`src/rtl/core/abnf_pkg.sv`:
```
// ----------------------------------------------------------------------------
// abnf_pkg: shared types and constants
// Offset width, event codes, start code lengths and the job record that
// travels from the byte scanner to the result stage.
// ----------------------------------------------------------------------------
`default_nettype none

package abnf_pkg;

   localparam int OFFSET_BITS = 32;
   localparam int OUT_BITS    = 32;

   localparam int QUEUE_DEPTH = 4;
   localparam int QPTR_BITS   = $clog2(QUEUE_DEPTH);
   localparam int QCNT_BITS   = $clog2(QUEUE_DEPTH + 1);

   localparam logic [7:0] START_BYTE    = 8'h01;
   localparam logic [7:0] NAL_TYPE_MASK = 8'h1F;

   localparam logic [2:0] CLEN_SHORT = 3'd3;
   localparam logic [2:0] CLEN_LONG  = 3'd4;

   localparam logic [1:0] ZRUN_MAX = 2'd3;

   typedef enum logic [1:0] {
      EV_HEADER = 2'd0,
      EV_END    = 2'd1,
      EV_TRUNC  = 2'd2
   } event_kind_type;

   typedef enum logic {
      PH_FIRST  = 1'b0,
      PH_SECOND = 1'b1
   } back_phase_type;

   // one accepted byte that produced results; two = header then truncation
   typedef struct packed {
      event_kind_type         kind;
      logic                   two;
      logic [4:0]             hdr_code;
      logic [2:0]             clen;
      logic [OFFSET_BITS-1:0] off;
      logic [OFFSET_BITS-1:0] endo;
   } job_type;

   function automatic logic [OUT_BITS-1:0] out_word(input logic [OFFSET_BITS-1:0] v);
      logic [OFFSET_BITS+OUT_BITS-1:0] w;
      w = {{OUT_BITS{1'b0}}, v};
      return w[OUT_BITS-1:0];
   endfunction

endpackage

`default_nettype wire

```
`src/rtl/core/abnf_if.sv`:
```
// ----------------------------------------------------------------------------
// abnf_if: byte and result channels
// Valid/ready channels; an item moves when valid and ready are both high.
// ----------------------------------------------------------------------------
`default_nettype none

interface abnf_req_if;
   logic       valid;
   logic       ready;
   logic [7:0] data_byte;
   logic       stream_end;

   modport source (output valid, output data_byte, output stream_end, input ready);
   modport sink   (input valid, input data_byte, input stream_end, output ready);
endinterface

interface abnf_rsp_if;
   logic        valid;
   logic        ready;
   logic [1:0]  event_kind;
   logic [4:0]  hdr_code;
   logic [2:0]  start_code_len;
   logic [31:0] nal_offset;
   logic [31:0] end_offset;
   logic [31:0] nal_length;
   logic        last_of_run;

   modport source (output valid, output event_kind, output hdr_code, output start_code_len,
                   output nal_offset, output end_offset, output nal_length,
                   output last_of_run, input ready);
   modport sink   (input valid, input event_kind, input hdr_code, input start_code_len,
                   input nal_offset, input end_offset, input nal_length,
                   input last_of_run, output ready);
endinterface

`default_nettype wire

```
`src/rtl/core/abnf_front.sv`:
```
// ----------------------------------------------------------------------------
// abnf_front: byte scanner
// Tracks zero runs and NAL state per byte; pushes a job for each byte
// that produces at least one result.
// ----------------------------------------------------------------------------
`default_nettype none

module abnf_front (
   input  wire logic            clock,
   input  wire logic            reset,
   abnf_req_if.sink             req_ch,
   input  wire logic            q_full,
   output logic                 q_push,
   output abnf_pkg::job_type    q_job
);
   import abnf_pkg::*;

   logic [1:0]             zr_ff, zr_in;
   logic                   in_nal_ff, in_nal_in;
   logic                   hp_ff, hp_in;
   logic [2:0]             clen_ff, clen_in;
   logic [OFFSET_BITS-1:0] pos_ff, pos_in;
   logic [OFFSET_BITS-1:0] open_off_ff, open_off_in;
   logic [4:0]             open_type_ff, open_type_in;

   logic       acc;
   logic [7:0] b;
   logic       fin;
   logic       run2;
   logic       end_hit;
   logic       start_hit;
   logic       in_nal_next;
   logic       trunc;
   logic [7:0] type_byte;

   assign req_ch.ready = !q_full;
   assign acc          = req_ch.valid && !q_full;
   assign b            = req_ch.data_byte;
   assign fin          = req_ch.stream_end;
   assign run2         = zr_ff >= 2'd2;
   assign type_byte    = b & NAL_TYPE_MASK;

   assign end_hit     = !hp_ff && in_nal_ff && run2 && (b <= START_BYTE);
   assign start_hit   = !hp_ff && run2 && (b == START_BYTE);
   assign in_nal_next = hp_ff ? 1'b1 : (end_hit ? 1'b0 : in_nal_ff);
   assign trunc       = fin && in_nal_next;

   always_comb begin
      q_push        = acc && (hp_ff || end_hit || trunc);
      q_job.two     = hp_ff && fin;
      q_job.clen    = clen_ff;
      if (hp_ff) begin
         q_job.kind     = EV_HEADER;
         q_job.hdr_code = type_byte[4:0];
         q_job.off      = pos_ff;
      end else begin
         q_job.kind     = end_hit ? EV_END : EV_TRUNC;
         q_job.hdr_code = open_type_ff;
         q_job.off      = open_off_ff;
      end
      // end sits two bytes back, at the first zero of the terminating run
      q_job.endo = end_hit ? (pos_ff - OFFSET_BITS'(2)) : (pos_ff + OFFSET_BITS'(1));
   end

   always_comb begin
      zr_in        = zr_ff;
      in_nal_in    = in_nal_ff;
      hp_in        = hp_ff;
      clen_in      = clen_ff;
      pos_in       = pos_ff;
      open_off_in  = open_off_ff;
      open_type_in = open_type_ff;
      if (acc) begin
         in_nal_in = in_nal_next;
         pos_in    = pos_ff + OFFSET_BITS'(1);
         if (hp_ff) begin
            hp_in        = 1'b0;
            open_off_in  = pos_ff;
            open_type_in = type_byte[4:0];
         end else if (start_hit) begin
            hp_in   = 1'b1;
            clen_in = (zr_ff == ZRUN_MAX) ? CLEN_LONG : CLEN_SHORT;
         end
         if (b == 8'h00) begin
            zr_in = (zr_ff == ZRUN_MAX) ? ZRUN_MAX : zr_ff + 2'd1;
         end else begin
            zr_in = 2'd0;
         end
         if (fin) begin
            zr_in        = 2'd0;
            in_nal_in    = 1'b0;
            hp_in        = 1'b0;
            clen_in      = CLEN_SHORT;
            pos_in       = '0;
            open_off_in  = '0;
            open_type_in = 5'd0;
         end
      end
   end

   always_ff @(posedge clock) begin
      if (reset) begin
         zr_ff        <= 2'd0;
         in_nal_ff    <= 1'b0;
         hp_ff        <= 1'b0;
         clen_ff      <= CLEN_SHORT;
         pos_ff       <= '0;
         open_off_ff  <= '0;
         open_type_ff <= 5'd0;
      end else begin
         zr_ff        <= zr_in;
         in_nal_ff    <= in_nal_in;
         hp_ff        <= hp_in;
         clen_ff      <= clen_in;
         pos_ff       <= pos_in;
         open_off_ff  <= open_off_in;
         open_type_ff <= open_type_in;
      end
   end

   // a pending header never coexists with an open NAL
   a_hp_excl: assert property (@(posedge clock) disable iff (reset)
      !(hp_ff && in_nal_ff))
      else $error("header pending while NAL open");

   // final byte returns the scanner to its reset state
   a_fin_clear: assert property (@(posedge clock) disable iff (reset)
      acc && fin |=> (pos_ff == '0) && !in_nal_ff && !hp_ff && (zr_ff == 2'd0))
      else $error("state not cleared after stream end");

endmodule

`default_nettype wire

```
`src/rtl/core/abnf_queue.sv`:
```
// ----------------------------------------------------------------------------
// abnf_queue: job queue
// Small register FIFO between the byte scanner and the result stage.
// ----------------------------------------------------------------------------
`default_nettype none

module abnf_queue (
   input  wire logic            clock,
   input  wire logic            reset,
   input  wire logic            push,
   input  abnf_pkg::job_type    push_job,
   output logic                 full,
   input  wire logic            pop,
   output logic                 head_valid,
   output abnf_pkg::job_type    head_job
);
   import abnf_pkg::*;

   job_type              slot_ff [QUEUE_DEPTH];
   logic [QPTR_BITS-1:0] wr_ff, wr_in;
   logic [QPTR_BITS-1:0] rd_ff, rd_in;
   logic [QCNT_BITS-1:0] cnt_ff, cnt_in;
   logic                 do_push;
   logic                 do_pop;

   assign full       = cnt_ff == QCNT_BITS'(QUEUE_DEPTH);
   assign head_valid = cnt_ff != '0;
   assign head_job   = slot_ff[rd_ff];
   assign do_push    = push && !full;
   assign do_pop     = pop && head_valid;

   always_comb begin
      wr_in  = do_push ? wr_ff + QPTR_BITS'(1) : wr_ff;
      rd_in  = do_pop  ? rd_ff + QPTR_BITS'(1) : rd_ff;
      cnt_in = cnt_ff;
      if (do_push && !do_pop) begin
         cnt_in = cnt_ff + QCNT_BITS'(1);
      end else if (do_pop && !do_push) begin
         cnt_in = cnt_ff - QCNT_BITS'(1);
      end
   end

   always_ff @(posedge clock) begin
      if (reset) begin
         wr_ff  <= '0;
         rd_ff  <= '0;
         cnt_ff <= '0;
      end else begin
         wr_ff  <= wr_in;
         rd_ff  <= rd_in;
         cnt_ff <= cnt_in;
      end
   end

   always_ff @(posedge clock) begin
      if (do_push) begin
         slot_ff[wr_ff] <= push_job;
      end
   end

   a_cnt_range: assert property (@(posedge clock) disable iff (reset)
      cnt_ff <= QCNT_BITS'(QUEUE_DEPTH))
      else $error("queue count out of range");

   // fill level follows the pointers
   a_ptr_gap: assert property (@(posedge clock) disable iff (reset)
      (wr_ff - rd_ff) == cnt_ff[QPTR_BITS-1:0])
      else $error("queue pointers disagree with count");

endmodule

`default_nettype wire

```
`src/rtl/core/abnf_back.sv`:
```
// ----------------------------------------------------------------------------
// abnf_back: result stage
// Expands each job into one or two results and holds them in the output
// register until taken.
// ----------------------------------------------------------------------------
`default_nettype none

module abnf_back (
   input  wire logic            clock,
   input  wire logic            reset,
   input  wire logic            head_valid,
   input  abnf_pkg::job_type    head_job,
   output logic                 pop,
   abnf_rsp_if.source           rsp_ch
);
   import abnf_pkg::*;

   back_phase_type phase_ff, phase_in;

   logic                 rsp_valid_ff, rsp_valid_in;
   logic [1:0]           kind_ff, kind_in;
   logic [4:0]           type_ff, type_in;
   logic [2:0]           clen_ff, clen_in;
   logic [OUT_BITS-1:0]  off_ff, off_in;
   logic [OUT_BITS-1:0]  endo_ff, endo_in;
   logic [OUT_BITS-1:0]  len_ff, len_in;
   logic                 last_ff, last_in;

   logic                   load;
   logic                   second;
   logic                   hdr;
   logic [OFFSET_BITS-1:0] diff;

   assign load = head_valid && (!rsp_valid_ff || rsp_ch.ready);
   assign diff = head_job.endo - head_job.off;

   always_comb begin
      phase_in = phase_ff;
      case (phase_ff)
         PH_FIRST: begin
            if (load && head_job.two) begin
               phase_in = PH_SECOND;
            end
         end
         PH_SECOND: begin
            if (load) begin
               phase_in = PH_FIRST;
            end
         end
         default: phase_in = PH_FIRST;
      endcase
   end

   always_comb begin
      second  = phase_ff == PH_SECOND;
      hdr     = !second && (head_job.kind == EV_HEADER);
      pop     = load && (second || !head_job.two);
      kind_in = second ? EV_TRUNC : head_job.kind;
      type_in = head_job.hdr_code;
      clen_in = head_job.clen;
      off_in  = out_word(head_job.off);
      endo_in = hdr ? '0 : out_word(head_job.endo);
      len_in  = hdr ? '0 : out_word(diff);
      last_in = second || !head_job.two;
      if (load) begin
         rsp_valid_in = 1'b1;
      end else if (rsp_ch.ready) begin
         rsp_valid_in = 1'b0;
      end else begin
         rsp_valid_in = rsp_valid_ff;
      end
   end

   always_ff @(posedge clock) begin
      if (reset) begin
         phase_ff     <= PH_FIRST;
         rsp_valid_ff <= 1'b0;
      end else begin
         phase_ff     <= phase_in;
         rsp_valid_ff <= rsp_valid_in;
      end
   end

   always_ff @(posedge clock) begin
      if (load) begin
         kind_ff <= kind_in;
         type_ff <= type_in;
         clen_ff <= clen_in;
         off_ff  <= off_in;
         endo_ff <= endo_in;
         len_ff  <= len_in;
         last_ff <= last_in;
      end
   end

   assign rsp_ch.valid          = rsp_valid_ff;
   assign rsp_ch.event_kind     = kind_ff;
   assign rsp_ch.hdr_code       = type_ff;
   assign rsp_ch.start_code_len = clen_ff;
   assign rsp_ch.nal_offset     = off_ff;
   assign rsp_ch.end_offset     = endo_ff;
   assign rsp_ch.nal_length     = len_ff;
   assign rsp_ch.last_of_run    = last_ff;

   // second half of a pair: first result still held, its job still queued
   a_second_ctx: assert property (@(posedge clock) disable iff (reset)
      (phase_ff == PH_SECOND) |-> rsp_valid_ff && head_valid && !last_ff)
      else $error("second result without its first");

   // a job leaves the queue only with its final result
   a_pop_last: assert property (@(posedge clock) disable iff (reset)
      pop |=> rsp_valid_ff && last_ff)
      else $error("job popped before its last result");

endmodule

`default_nettype wire

```
`src/rtl/core/annexb_nal_boundary_finder_unit.sv`:
```
// ----------------------------------------------------------------------------
// annexb_nal_boundary_finder_unit: H.264 Annex B start code parser
// Scans a byte stream for 00 00 01 start codes and reports NAL headers,
// NAL ends and NAL truncation at the stream end.
// ----------------------------------------------------------------------------
//
//  channel   dir  payload                                          moves when
//  req_ch    in   data_byte[8], stream_end[1]                      valid & ready
//  rsp_ch    out  event_kind[2], hdr_code[5], start_code_len[3],   valid & ready
//                 nal_offset[32], end_offset[32], nal_length[32],
//                 last_of_run[1]
//
//  Throughput is one byte per cycle while the job queue is not full. A byte
//  that yields two results (a header on the final byte) occupies the result
//  register for both in turn. The scanner pushes a job at the edge that
//  accepts its byte; the result register loads it from the queue head once
//  it is free or being emptied. Reset is synchronous; there is no clearing
//  pass, the block is ready as soon as reset is released.
//  req_ch.ready drops only when the four-entry job queue is full; with the
//  result side stalled the scanner backs up after five result-producing bytes
//  (one job in the result register, four queued), or four when the first job
//  carries two results.
//  Offsets run modulo 2^OFFSET_BITS and are cut to 32 bits at the output.
// ----------------------------------------------------------------------------
`default_nettype none

module annexb_nal_boundary_finder_unit (
   input  wire logic    clock,
   input  wire logic    reset,
   abnf_req_if.sink     req_ch,
   abnf_rsp_if.source   rsp_ch
);
   import abnf_pkg::*;

   logic    q_push;
   job_type q_job;
   logic    q_full;
   logic    q_pop;
   logic    q_head_valid;
   job_type q_head_job;

   // front: zero-run tracking and NAL state, one byte per cycle while the job queue is not full
   abnf_front u_front (
      .clock  (clock),
      .reset  (reset),
      .req_ch (req_ch),
      .q_full (q_full),
      .q_push (q_push),
      .q_job  (q_job)
   );

   // queue decouples the scanner from result back-pressure
   abnf_queue u_queue (
      .clock      (clock),
      .reset      (reset),
      .push       (q_push),
      .push_job   (q_job),
      .full       (q_full),
      .pop        (q_pop),
      .head_valid (q_head_valid),
      .head_job   (q_head_job)
   );

   // back: length subtract and the output register
   abnf_back u_back (
      .clock      (clock),
      .reset      (reset),
      .head_valid (q_head_valid),
      .head_job   (q_head_job),
      .pop        (q_pop),
      .rsp_ch     (rsp_ch)
   );

endmodule

`default_nettype wire

```
`src/flat_wrapper.sv`:
```
// flat-port wrapper written by rule: the top's interface ports become plain ports
module annexb_nal_boundary_finder_unit_flat import abnf_pkg::*;
  (clock, reset, req_ch_valid, req_ch_data_byte, req_ch_stream_end, req_ch_ready, rsp_ch_valid, rsp_ch_event_kind, rsp_ch_hdr_code, rsp_ch_start_code_len, rsp_ch_nal_offset, rsp_ch_end_offset, rsp_ch_nal_length, rsp_ch_last_of_run, rsp_ch_ready);
  abnf_req_if req_ch_i ();
  abnf_rsp_if rsp_ch_i ();
  input  wire logic clock;
  input  wire logic reset;
  input wire logic [$bits(req_ch_i.valid)-1:0] req_ch_valid;
  input wire logic [$bits(req_ch_i.data_byte)-1:0] req_ch_data_byte;
  input wire logic [$bits(req_ch_i.stream_end)-1:0] req_ch_stream_end;
  output wire logic [$bits(req_ch_i.ready)-1:0] req_ch_ready;
  output wire logic [$bits(rsp_ch_i.valid)-1:0] rsp_ch_valid;
  output wire logic [$bits(rsp_ch_i.event_kind)-1:0] rsp_ch_event_kind;
  output wire logic [$bits(rsp_ch_i.hdr_code)-1:0] rsp_ch_hdr_code;
  output wire logic [$bits(rsp_ch_i.start_code_len)-1:0] rsp_ch_start_code_len;
  output wire logic [$bits(rsp_ch_i.nal_offset)-1:0] rsp_ch_nal_offset;
  output wire logic [$bits(rsp_ch_i.end_offset)-1:0] rsp_ch_end_offset;
  output wire logic [$bits(rsp_ch_i.nal_length)-1:0] rsp_ch_nal_length;
  output wire logic [$bits(rsp_ch_i.last_of_run)-1:0] rsp_ch_last_of_run;
  input wire logic [$bits(rsp_ch_i.ready)-1:0] rsp_ch_ready;
  assign req_ch_i.valid = req_ch_valid;
  assign req_ch_i.data_byte = req_ch_data_byte;
  assign req_ch_i.stream_end = req_ch_stream_end;
  assign req_ch_ready = req_ch_i.ready;
  assign rsp_ch_valid = rsp_ch_i.valid;
  assign rsp_ch_event_kind = rsp_ch_i.event_kind;
  assign rsp_ch_hdr_code = rsp_ch_i.hdr_code;
  assign rsp_ch_start_code_len = rsp_ch_i.start_code_len;
  assign rsp_ch_nal_offset = rsp_ch_i.nal_offset;
  assign rsp_ch_end_offset = rsp_ch_i.end_offset;
  assign rsp_ch_nal_length = rsp_ch_i.nal_length;
  assign rsp_ch_last_of_run = rsp_ch_i.last_of_run;
  assign rsp_ch_i.ready = rsp_ch_ready;
  annexb_nal_boundary_finder_unit u_core (.clock(clock), .reset(reset), .req_ch(req_ch_i), .rsp_ch(rsp_ch_i));
endmodule
```
`config.mk`:
```
export PLATFORM = sky130hd
export DESIGN_NAME = annexb_nal_boundary_finder_unit_flat
export DESIGN_NICKNAME = d
export VERILOG_FILES = /design/src/rtl/core/abnf_pkg.sv /design/src/rtl/core/abnf_if.sv /design/src/rtl/core/abnf_front.sv /design/src/rtl/core/abnf_queue.sv /design/src/rtl/core/abnf_back.sv /design/src/rtl/core/annexb_nal_boundary_finder_unit.sv /design/src/flat_wrapper.sv
export SDC_FILE = /design/constraint.sdc
export NUM_CORES = 1
export LEC_CHECK = 0
export ABC_AREA = 1
export ABC_CLOCK_PERIOD_IN_PS = 17500
export BUFFER_PORTS_ARGS = -buffer_cell sky130_fd_sc_hd__buf_4
export CAP_MARGIN = 0
export CORE_UTILIZATION = 45
export DETAILED_ROUTE_END_ITERATION = 8
export GPL_TIMING_DRIVEN = 0
export SETUP_SLACK_MARGIN = 0.4
export SLEW_MARGIN = 20
export SYNTH_ARGS = -nofsm -noshare
export SYNTH_HDL_FRONTEND = slang
export SYNTH_SLANG_ARGS = --single-unit
```
`constraint.sdc`:
```
create_clock -name clock -period 17.5 [get_ports clock]
set_clock_uncertainty 0.05 [all_clocks]
set_input_delay 0.875 -clock clock [delete_from_list [all_inputs] [get_ports clock]]
set_output_delay 0.875 -clock clock [all_outputs]
set_load 0.005 [all_outputs]
```
==> flow_summary_export.csv <==
group,metric,value,unit
timing,tightestPinTransition,1.055,ns
finish,synthToLayoutAreaGrowth,17.32,%
finish,drive_gt1_frac,0.1152,
grt,grt_pass1_wl,104000,um
floorplan,die_area,51130,um2
job,maxCapViolations,0,
timing,max_freq,232.3,MHz
yosys,synthMostInstantiatedCell,"nand2_1",
drt,via_per_inst,5.326,
timing,fin_setup_tns,0,ns
yosys,synth_fp_nets,2462,
power,internal_power,2570,uW
clock_network,cts-root-buf,"clkbuf_16",
grt,grt_start_max_net_pins,25,
floorplan,rows,81,
yosys,synth_cells,2408,
yosys,yosys.area.top_type_share,0.5341,
timing,min_period_over_period,0.2460,
floorplan,core,49250,um2
yosys,ys_top_cells_by_area,"edfxtp_1 (53%), nand2_1 (11%), dfxtp_1 (7.6%)",
place,hpwl,53560,um
yosys,avgSynthCellArea,9.386,um2
grt,grt_pass1_vias,16700,
place,io_buffers,120,
floorplan,die_h,226.1,um
finish,antennaDiodeCount,0,
timing,maxSlewViolCount,0,
clock_network,clockBufferDepth,3,
place,place_area,24830,um2
finish,fin_cells,3302,
power,p_sw,1338,uW
power,switching_share,0.3424,
setup_path,start_kind,"register",
hold_path,hp-class,"reg -> reg",
yosys,synth-edff-count,402,
yosys,synth_commonest_cells,"nand2_1 (677), edfxtp_1 (402), nor2_1 (255), inv_1 (250), a21oi_1 (155)",
clock_network,cts_buffers,50,
floorplan,ios,122,
finish,fin_nets,2653,
place,gp_congestion,0.9252,
clock_network,insertion_delay,0.60,ns
timing,relSlewSlack,0.2893,
yosys,synthArstFlopShare,0,
yosys,ys_ff_latch,488,
timing,hold_viol,0,
floorplan,die_width,226.1,um
timing,setup_viol,0,
drt,drt_pass1_iterations,6,
drt,wl_per_cell,21.32,um
setup_path,critPathMaxFanout,10,
setup_path,r2r-end,"u_core.u_back.rsp_ch.nal_length[20]$_SDFFCE_PP0P_",
floorplan,start_util,0.4589,
clock_network,ctsHoldBuffers,0,
setup_path,reg2reg_depth,15,
setup_path,ff2ff_setup_slack,13.20,ns
clock_network,htreeDepth,2,
setup_path,endpoint,"u_core.u_back.rsp_ch.nal_length[20]$_SDFFCE_PP0P_",
power,power_density,147.4,nW/um2
power,power_frac_seq,0.387,
yosys,yosysUniqueCellTypes,44,
drt,drtIter0Drc,1627,
power,pwr-share-clk,0.280,
finish,nFillCells,4545,
clock_network,cts.sinks,488,
yosys,yosysWarnings,0,
power,leakage,0.01109,uW
setup_path,critPathKind,"reg -> reg",
grt,grtUsageTotal,0.2790,
finish,fin_area,26520,um2
grt,grt_overflow,0,
yosys,synth-main-ff-cell,"edfxtp_1",
timing,finalCriticalPeriod,4.305,ns
run_status,status,"finished, final reports clean",
setup_path,cp.required,17.80,ns
clock_network,postCtsSetupRepairBufs,0,
drt,drc,0,
clock_network,cts_tree,"built",
power,vdd_ir_drop_max,0.06966,mV
yosys,netlist_area,22600,um2
drt,antenna_left,0,
timing,rsz0062_at_grt,"no",
drt,vias,17590,
clock_network,worst_setup_hold_path_clk_slew,0.06,ns
yosys,yosysTopAreaCell,"edfxtp_1",
setup_path,setup.worst_path.end_class,"register",
place,dp_cells,3211,
setup_path,cp.arrival,4.60,ns
drt,routed_wl,70380,um
power,comb_power_share,0.333,
yosys,ys_seq_area_frac,0.6103,
grt,antenna_found_initial,0,
clock_network,cts_resized,0,
==> critical path: stages (launching register included) <==
cell and delay (ns):
dfxtp_1 0.43, inv_1 0.26, buf_2 0.31, clkbuf_1 0.58, a21oi_1 0.10, a32oi_1 0.51, inv_1 0.10, ha_1 0.35
nand2_1 0.08, nand2_1 0.07, a21oi_1 0.48, nand3_1 0.35, nand3_1 0.18, nand2_1 0.07, nor2_1 0.08, nor2_1 0.05
==> metrics by stage <==
| stage | hold WS, ns | setup WS, ns | utilization | total power, uW |
|---|---|---|---|---|
| global placement | 0.4017 | 5.195 | 0.4940 | 2833 |
| finish | 0.4129 | 13.20 | 0.5383 | 3908 |
| detailed placement | 0.4051 | 13.12 | 0.5041 | 2846 |
| global route | 0.4306 | 12.99 | 0.5383 | 4121 |
| CTS | 0.4145 | 13.13 | 0.5383 | 3939 |
| floorplan | 0.3954 | 9.323 | - | 2261 |
==> cell families (layout without fill, tap and decap cells) <==
| group | after synthesis | after routing | synth area share |
|---|---|---|---|
| simple gates | 1079 | 1079 | 0.1915 |
| flops | 488 | 488 | 0.6103 |
| compound gates | 404 | 404 | 0.09887 |
| buf+inv | 367 | 597 | 0.06471 |
| fa+ha+maj | 41 | 41 | 0.02336 |
| xor+xnor | 29 | 29 | 0.01124 |
==> area by class of cell <==
class / instances / area, um2 / share of cell area
buffer: 106 / 481.7 / 0.01817
clock buffer: 66 / 1425 / 0.05375
clock inverter: 25 / 261.5 / 0.009862
inverter: 261 / 980.9 / 0.03700
multi-input combinational: 1553 / 7391 / 0.2787
sequential: 488 / 13790 / 0.5202
tap: 664 / 830.8 / 0.03133
timing repair buffer: 139 / 1351 / 0.05096
==> routing by layer <==
layer / vias to the layer above / wire, um / track usage
li1: 8451 / - / -
met1: 8483 / 30060 / 0.3726
met2: 555 / 34200 / 0.4744
met3: 97 / 4081 / 0.02914
met4: 0 / 2045 / 0.09241
met5: - / 0 / 0
==> flip-flops by register name, indices dropped and copies added, names as in the netlist, 2 cells and up, named ones only <==
register and cells:
u_core.u_back.rsp_ch.end_offset 32, u_core.u_back.rsp_ch.event_kind 2, u_core.u_back.rsp_ch.hdr_code 5, u_core.u_back.rsp_ch.nal_length 32
u_core.u_back.rsp_ch.nal_offset 32, u_core.u_back.rsp_ch.start_code_len 2, u_core.u_front.clen_ff 2, u_core.u_front.open_off_ff 32
u_core.u_front.open_type_ff 5, u_core.u_front.pos_ff 32, u_core.u_front.zr_ff 2, u_core.u_queue.cnt_ff 3
u_core.u_queue.rd_ff 2, u_core.u_queue.slot_ff 296, u_core.u_queue.wr_ff 2
==> cells in the final DEF (no fill, tap or decap), types with 4 or more instances in the layout <==
cell type	netlist	routed
o21ai_0	154	154
clkbuf_16	0	53
nor2_4	0	4
dfxtp_1	86	86
nor2_1	255	251
nand3_2	4	4
nand3_1	85	85
inv_2	10	10
buf_4	6	126
inv_1	250	250
nand2_2	5	5
clkinv_2	1	9
buf_2	36	36
ha_1	39	39
o21ai_1	8	8
nor2_2	10	10
buf_12	0	8
edfxtp_1	402	402
xor2_1	28	28
clkbuf_1	55	63
nor3_1	16	16
nand4_1	15	15
clkinv_1	0	6
buf_16	0	10
a21oi_1	155	155
nand2_1	677	677
clkbuf_8	0	5
o22ai_1	37	37
bufinv_16	0	5
a32oi_1	31	31
o21bai_1	4	4
buf_1	6	6
==> worst min path at each step <==
stage / from / to / slack [ns] / cells after the start
after floorplan: u_core.u_front.open_off_ff[0]$_SDFFE_PP0P_ / u_core.u_front.open_off_ff[0]$_SDFFE_PP0P_ / 0.40 / 2
after global placement: u_core.u_front.open_type_ff[3]$_SDFFE_PP0P_ / u_core.u_front.open_type_ff[3]$_SDFFE_PP0P_ / 0.40 / 2
after detailed placement: u_core.u_front.open_off_ff[29]$_SDFFE_PP0P_ / u_core.u_front.open_off_ff[29]$_SDFFE_PP0P_ / 0.41 / 2
after CTS: u_core.u_front.open_off_ff[29]$_SDFFE_PP0P_ / u_core.u_front.open_off_ff[29]$_SDFFE_PP0P_ / 0.41 / 2
after global routing: u_core.u_front.open_type_ff[2]$_SDFFE_PP0P_ / u_core.u_front.open_type_ff[2]$_SDFFE_PP0P_ / 0.43 / 2
final: u_core.u_front.open_off_ff[29]$_SDFFE_PP0P_ / u_core.u_front.open_off_ff[29]$_SDFFE_PP0P_ / 0.41 / 2
==> power by group through the flow <==
stage | Clock [uW] | Sequential [uW] | Combinational (uW)
final | 1090 | 1510 | 1300
after global routing | 1150 | 1520 | 1440
after CTS | 1110 | 1510 | 1310
after detailed placement | 0 | 1540 | 1310
after global placement | 0 | 1600 | 1230
after floorplan | 0 | 1590 | 668
Note: power is estimated with default switching activity, not from simulation.
